File: src/rc4_pkg.sv
// ----------------------------------------------------------------------------
// RC4 package
// Shared constants, command codes and memory request types of the RC4 core.
// ----------------------------------------------------------------------------
package rc4_pkg;

  // Byte and table geometry.
  localparam int unsigned ByteW     = 8;
  localparam int unsigned PermDepth = 256;
  localparam int unsigned PermAw    = $clog2(PermDepth);
  localparam int unsigned KeyDepth  = 256;
  localparam int unsigned KeyAw     = $clog2(KeyDepth);
  localparam int unsigned KeyCntW   = KeyAw + 1;

  // Longest key that is kept; later key bytes are dropped.
  localparam logic [KeyCntW-1:0] MaxKeyBytes = KeyCntW'(256);

  // Item kinds carried on tuser.
  localparam logic CmdKey  = 1'b0;
  localparam logic CmdData = 1'b1;

  // Access request to the permutation memory.
  typedef struct packed {
    logic              clr;      // mark every entry as holding its index
    logic              rd_en;
    logic [PermAw-1:0] rd_addr;
    logic              wr_en;
    logic [PermAw-1:0] wr_addr;
    logic [ByteW-1:0]  wr_data;
  } perm_req_t;

  // Access request to the key memory.
  typedef struct packed {
    logic             rd_en;
    logic [KeyAw-1:0] rd_addr;
    logic             wr_en;
    logic [KeyAw-1:0] wr_addr;
    logic [ByteW-1:0] wr_data;
  } key_req_t;

endpackage

File: src/rc4_key_ram.sv
// ----------------------------------------------------------------------------
// RC4 key memory
// Synchronous memory that keeps the key bytes in arrival order.
// ----------------------------------------------------------------------------
module rc4_key_ram (
  input  logic                      clk_i,
  input  rc4_pkg::key_req_t         req_i,
  output logic [rc4_pkg::ByteW-1:0] rd_data_o
);

  logic [rc4_pkg::ByteW-1:0] mem [rc4_pkg::KeyDepth];
  logic [rc4_pkg::ByteW-1:0] rd_data_q;

  // Write port and registered read port.
  always_ff @(posedge clk_i) begin
    if (req_i.wr_en) begin
      mem[req_i.wr_addr] <= req_i.wr_data;
    end
    if (req_i.rd_en) begin
      rd_data_q <= mem[req_i.rd_addr];
    end
  end

  assign rd_data_o = rd_data_q;

endmodule

File: config.mk
export PLATFORM = sky130hd
export DESIGN_NAME = rc4_key_ram
export DESIGN_NICKNAME = d
export VERILOG_FILES = /design/src/rc4_pkg.sv /design/src/rc4_key_ram.sv
export SDC_FILE = /design/constraint.sdc
export NUM_CORES = 2
export LEC_CHECK = 0
export BUFFER_PORTS_ARGS = -buffer_cell sky130_fd_sc_hd__buf_2
export CAP_MARGIN = 0
export CELL_PAD_IN_SITES_DETAIL_PLACEMENT = 0
export CELL_PAD_IN_SITES_GLOBAL_PLACEMENT = 1
export CORE_ASPECT_RATIO = 1.1
export CORE_MARGIN = 2
export CORE_UTILIZATION = 45
export CTS_BUF_LIST = sky130_fd_sc_hd__clkbuf_8
export DETAILED_ROUTE_END_ITERATION = 16
export PLACE_DENSITY_LB_ADDON = 0.1
export SETUP_SLACK_MARGIN = 0.02
export SYNTH_ARGS = -nofsm -noshare
export SYNTH_HDL_FRONTEND = slang
export SYNTH_SLANG_ARGS = --single-unit
File: constraint.sdc
create_clock -name clk_i -period 2.6 [get_ports clk_i]
set_clock_uncertainty 0.1 [all_clocks]
set_input_delay 0.39 -clock clk_i [delete_from_list [all_inputs] [get_ports clk_i]]
set_output_delay 0.39 -clock clk_i [all_outputs]
set_load 0.005 [all_outputs]
==> implementation parameters <==
Parameter                              Value

Drt
  Post-route DRC    0
  Routed wire per std cell    a little over 30 um
  DRT antenna net count    0
  Via density    ~5.8
  Via count of the routed design    41800
  Drt first-iter violations    4476
  Detailed-router iteration count before antenna repair    5
  Total wire length    219000 um

Synth
  Most area-consuming cells after synthesis    sky130_fd_sc_hd__edfxtp_1 (78%), sky130_fd_sc_hd__mux4_2 (13%), sky130_fd_sc_hd__mux2i_1 (1.7%)
  Number of warnings reported in the yosys synthesis log    0
  Cells after synthesis    3733
  Total nets after synthesis    between 3000 and 4000
  Number of flops mapped to enable cells by yosys    2056
  Most common flop cell mapped by yosys    sky130_fd_sc_hd__edfxtp_1
  Netlist area before placement    0.0796 mm2
  Mean post-synth cell area    between 20 and 25 um2
  Most common library cells after synthesis    sky130_fd_sc_hd__edfxtp_1 (2056), sky130_fd_sc_hd__mux4_2 (454), sky130_fd_sc_hd__nor2_1 (282)
  Async set or reset register ratio after synthesis    0
  Cell with the most instances after synthesis    sky130_fd_sc_hd__edfxtp_1
  Dominant cell type by area after synthesis    sky130_fd_sc_hd__edfxtp_1
  Post-synth top area share    0.775
  Post-synthesis cell type count    between 50 and 60
  Number of flip-flops and latches in the synthesized netlist    between 2000 and 2500
  Sequential share of the synthesized area    0.775

Global routing
  Global-route wire length before repair    313000 um
  Global-route track usage on met2    0.397
  GR peak layer    met2
  Met3 Resource Use GR    0.0453
  Largest net degree at the start of global routing    85
  Total global routing track utilization    0.245
  Number of global-route vias before repair    43700
  Congestion Overflow GR    0
  Routing usage on met1    0.337
  Initial antenna violation count    13

Timing
  Pins Over Slew Limit    0
  Post-route setup slack    0.000362 ns
  Final min period    2.60 ns
  Maximum clock rate    slightly below 400 MHz
  Final count of hold timing violations    0
  Setup repair after global routing missed its margin    yes
  Smallest hold slack    0.112 ns
  Relative slew slack    0.369
  Share of the cycle needed by the critical path after routing    1.00
  Slew @ Worst Pin    0.946 ns
  Final setup vio count    0

Setup path
  Required time of the critical path    3.27 ns
  Startpoint types    flop
  Critical path capture point type    flop
  Type of the setup path with the least slack    reg -> reg
  Biggest fanout along the worst timing path    1
  Worst path arrival time    3.27 ns

Floorplan
  Placeable core region    0.175 mm2
  Die outline width    405 um
  Overall die height    445 um
  Die outline area    0.180 mm2
  Count of pins on the block boundary    35
  Initial core utilization    0.454
  Std-Cell Rows    161

Power and ir drop
  IR Drop Worst-Case VDD    0.543 mV
  Power after layout    between 0.06 and 0.07 W
  Power per standard cell area    around 700 mW/mm2
  P_leak    31.2 nW

Job
  Max-capacitance violation count    0

Clocking
  Sinks on Clock Net    2056
  CTS tree    yes
  Cts bufs inserted    344
  Maximum number of buffers from clock root to sink    4
  Level count of the clock H-tree    5
  Clock-pin slew on the worst setup and hold paths    0.06 ns
  Clock latency of the later-clocked register in the worst-skew pair    1.07 ns
  Root Buffer Master    sky130_fd_sc_hd__clkbuf_8

Worst hold path
  Path class of the lowest-slack min-delay path    in -> reg

Placement
  Final weighted congestion in routability-driven placement    0.845
  Placement Setup Slack    -1.43 ns
  Detailed placement HPWL    approximately 140000 um
  # port buffers    34

Finish
  Relative area change from synthesis to final layout    18.8%
  Net count reported at finish    4653
  Fraction of final layout cells with drive strength greater than 1    0.346

Run status
  Run status    finished clean
-- timing repair --
item | in CTS | in global routing
resized for setup | 25 | 13
hold endpoints to repair | 910 | 0
pin swaps | 10 | 7
buffers inserted | 0 | 0
gates cloned | 0 | 0
endpoints found under the setup margin | 7 | 11
hold buffers | 19 | 0
-- per-layer routing --
metal / part of all wire / routed length [um] / vias to the layer above
met4: 0.028 / 6040 / 10
li1: - / - / 17500
met3: 0.071 / 15500 / 332
met2: 0.49 / 107000 / 1703
met1: 0.41 / 90100 / 22200
met5: 0.00028 / 61 / -
-- power by group --
| group | internal (W) | switching, W | total [W] | leakage [nW] |
|---|---|---|---|---|
| logic | 0.00163 | 0.00239 | 0.00403 | 9.18 |
| registers | 0.0366 | 0.0000529 | 0.0366 | 18.5 |
| clock network | 0.0136 | 0.0126 | 0.0261 | 3.50 |
| total | 0.0518 | 0.0150 | 0.0668 | 31.2 |
-- flip-flops by register name, summed over array words and instances, names as in the netlist --
| name | cells |
|---|---|
| mem | 2048 |
| rd_data_o | 8 |
-- path summary, 6_finish.rpt --
path                                  from      endpoint  slack, ns  cells past startpoint
worst min-delay path              req_i[8]   mem[155][0]       0.11                      4
worst max register to register  mem[87][0]  rd_data_o[0]     0.0004                      6
worst min register to register  mem[60][1]  rd_data_o[1]       1.00                      6
worst max-delay path            mem[87][0]  rd_data_o[0]     0.0004                      6
-- worst max-delay path, cell delays in order (launching register included) --
cell,delay (ns)
sky130_fd_sc_hd__edfxtp_1,0.38
sky130_fd_sc_hd__mux4_2,0.49
sky130_fd_sc_hd__mux4_2,0.55
sky130_fd_sc_hd__nor2b_4,0.17
sky130_fd_sc_hd__nor4_4,0.34
sky130_fd_sc_hd__buf_4,0.23
sky130_fd_sc_hd__nor4_2,0.04
-- logic make-up after synthesis --
group	Yosys count	share of synthesized area
AND/OR/NAND/NOR	466	0.0263
buffers and inverters	235	0.0183
multiplexers	591	0.146
flip-flops	2056	0.775
AO/OA/AOI/OAI	385	0.0342
-- through the flow --
stage	util	instances	cell area [um2]	TNS (ns)
6_report	0.539	7238	94600	0
5_1_grt	0.539	7237	94600	-0.0728
4_1_cts	0.539	7235	94500	-0.161
3_5_place_dp	0.502	6624	88000	-8.23
3_3_place_gp	0.502	6623	88000	-8.75
2_1_floorplan	-	3733	79600	0
-- placed cells by master, fill, tap and decap left out, drive strengths merged, types with 6 or more instances in the layout --
master	count
nand3	34
o221ai	47
nand2	33
a211oi	16
mux4	456
nor2b	31
o22ai	28
nor2	282
clkinvlp	9
a22o	8
a221oi	14
inv	99
and2	6
a22oi	133
nand4	10
nor3	22
buf	753
clkinv	125
o211ai	10
clkbuf	358
mux2i	134
dlygate4sd3	19
a21oi	96
o21ai	12
bufinv	11
edfxtp	2056
nor4	27
nand2b	8
-- cell type report --
| type | count | area [um2] |
|---|---|---|
| inverters | 2 | 7.51 |
| diodes | 3 | 7.51 |
| fillers | 13600 | 80900 |
| multi-input cells | 1442 | 16700 |
| clock inverters | 242 | 1300 |
| well taps | 2363 | 2960 |
| clock buffers | 350 | 4820 |
| flip-flops and latches | 2056 | 61700 |
| repair buffers | 780 | 7050 |
Power figures use the tool's default switching activity.
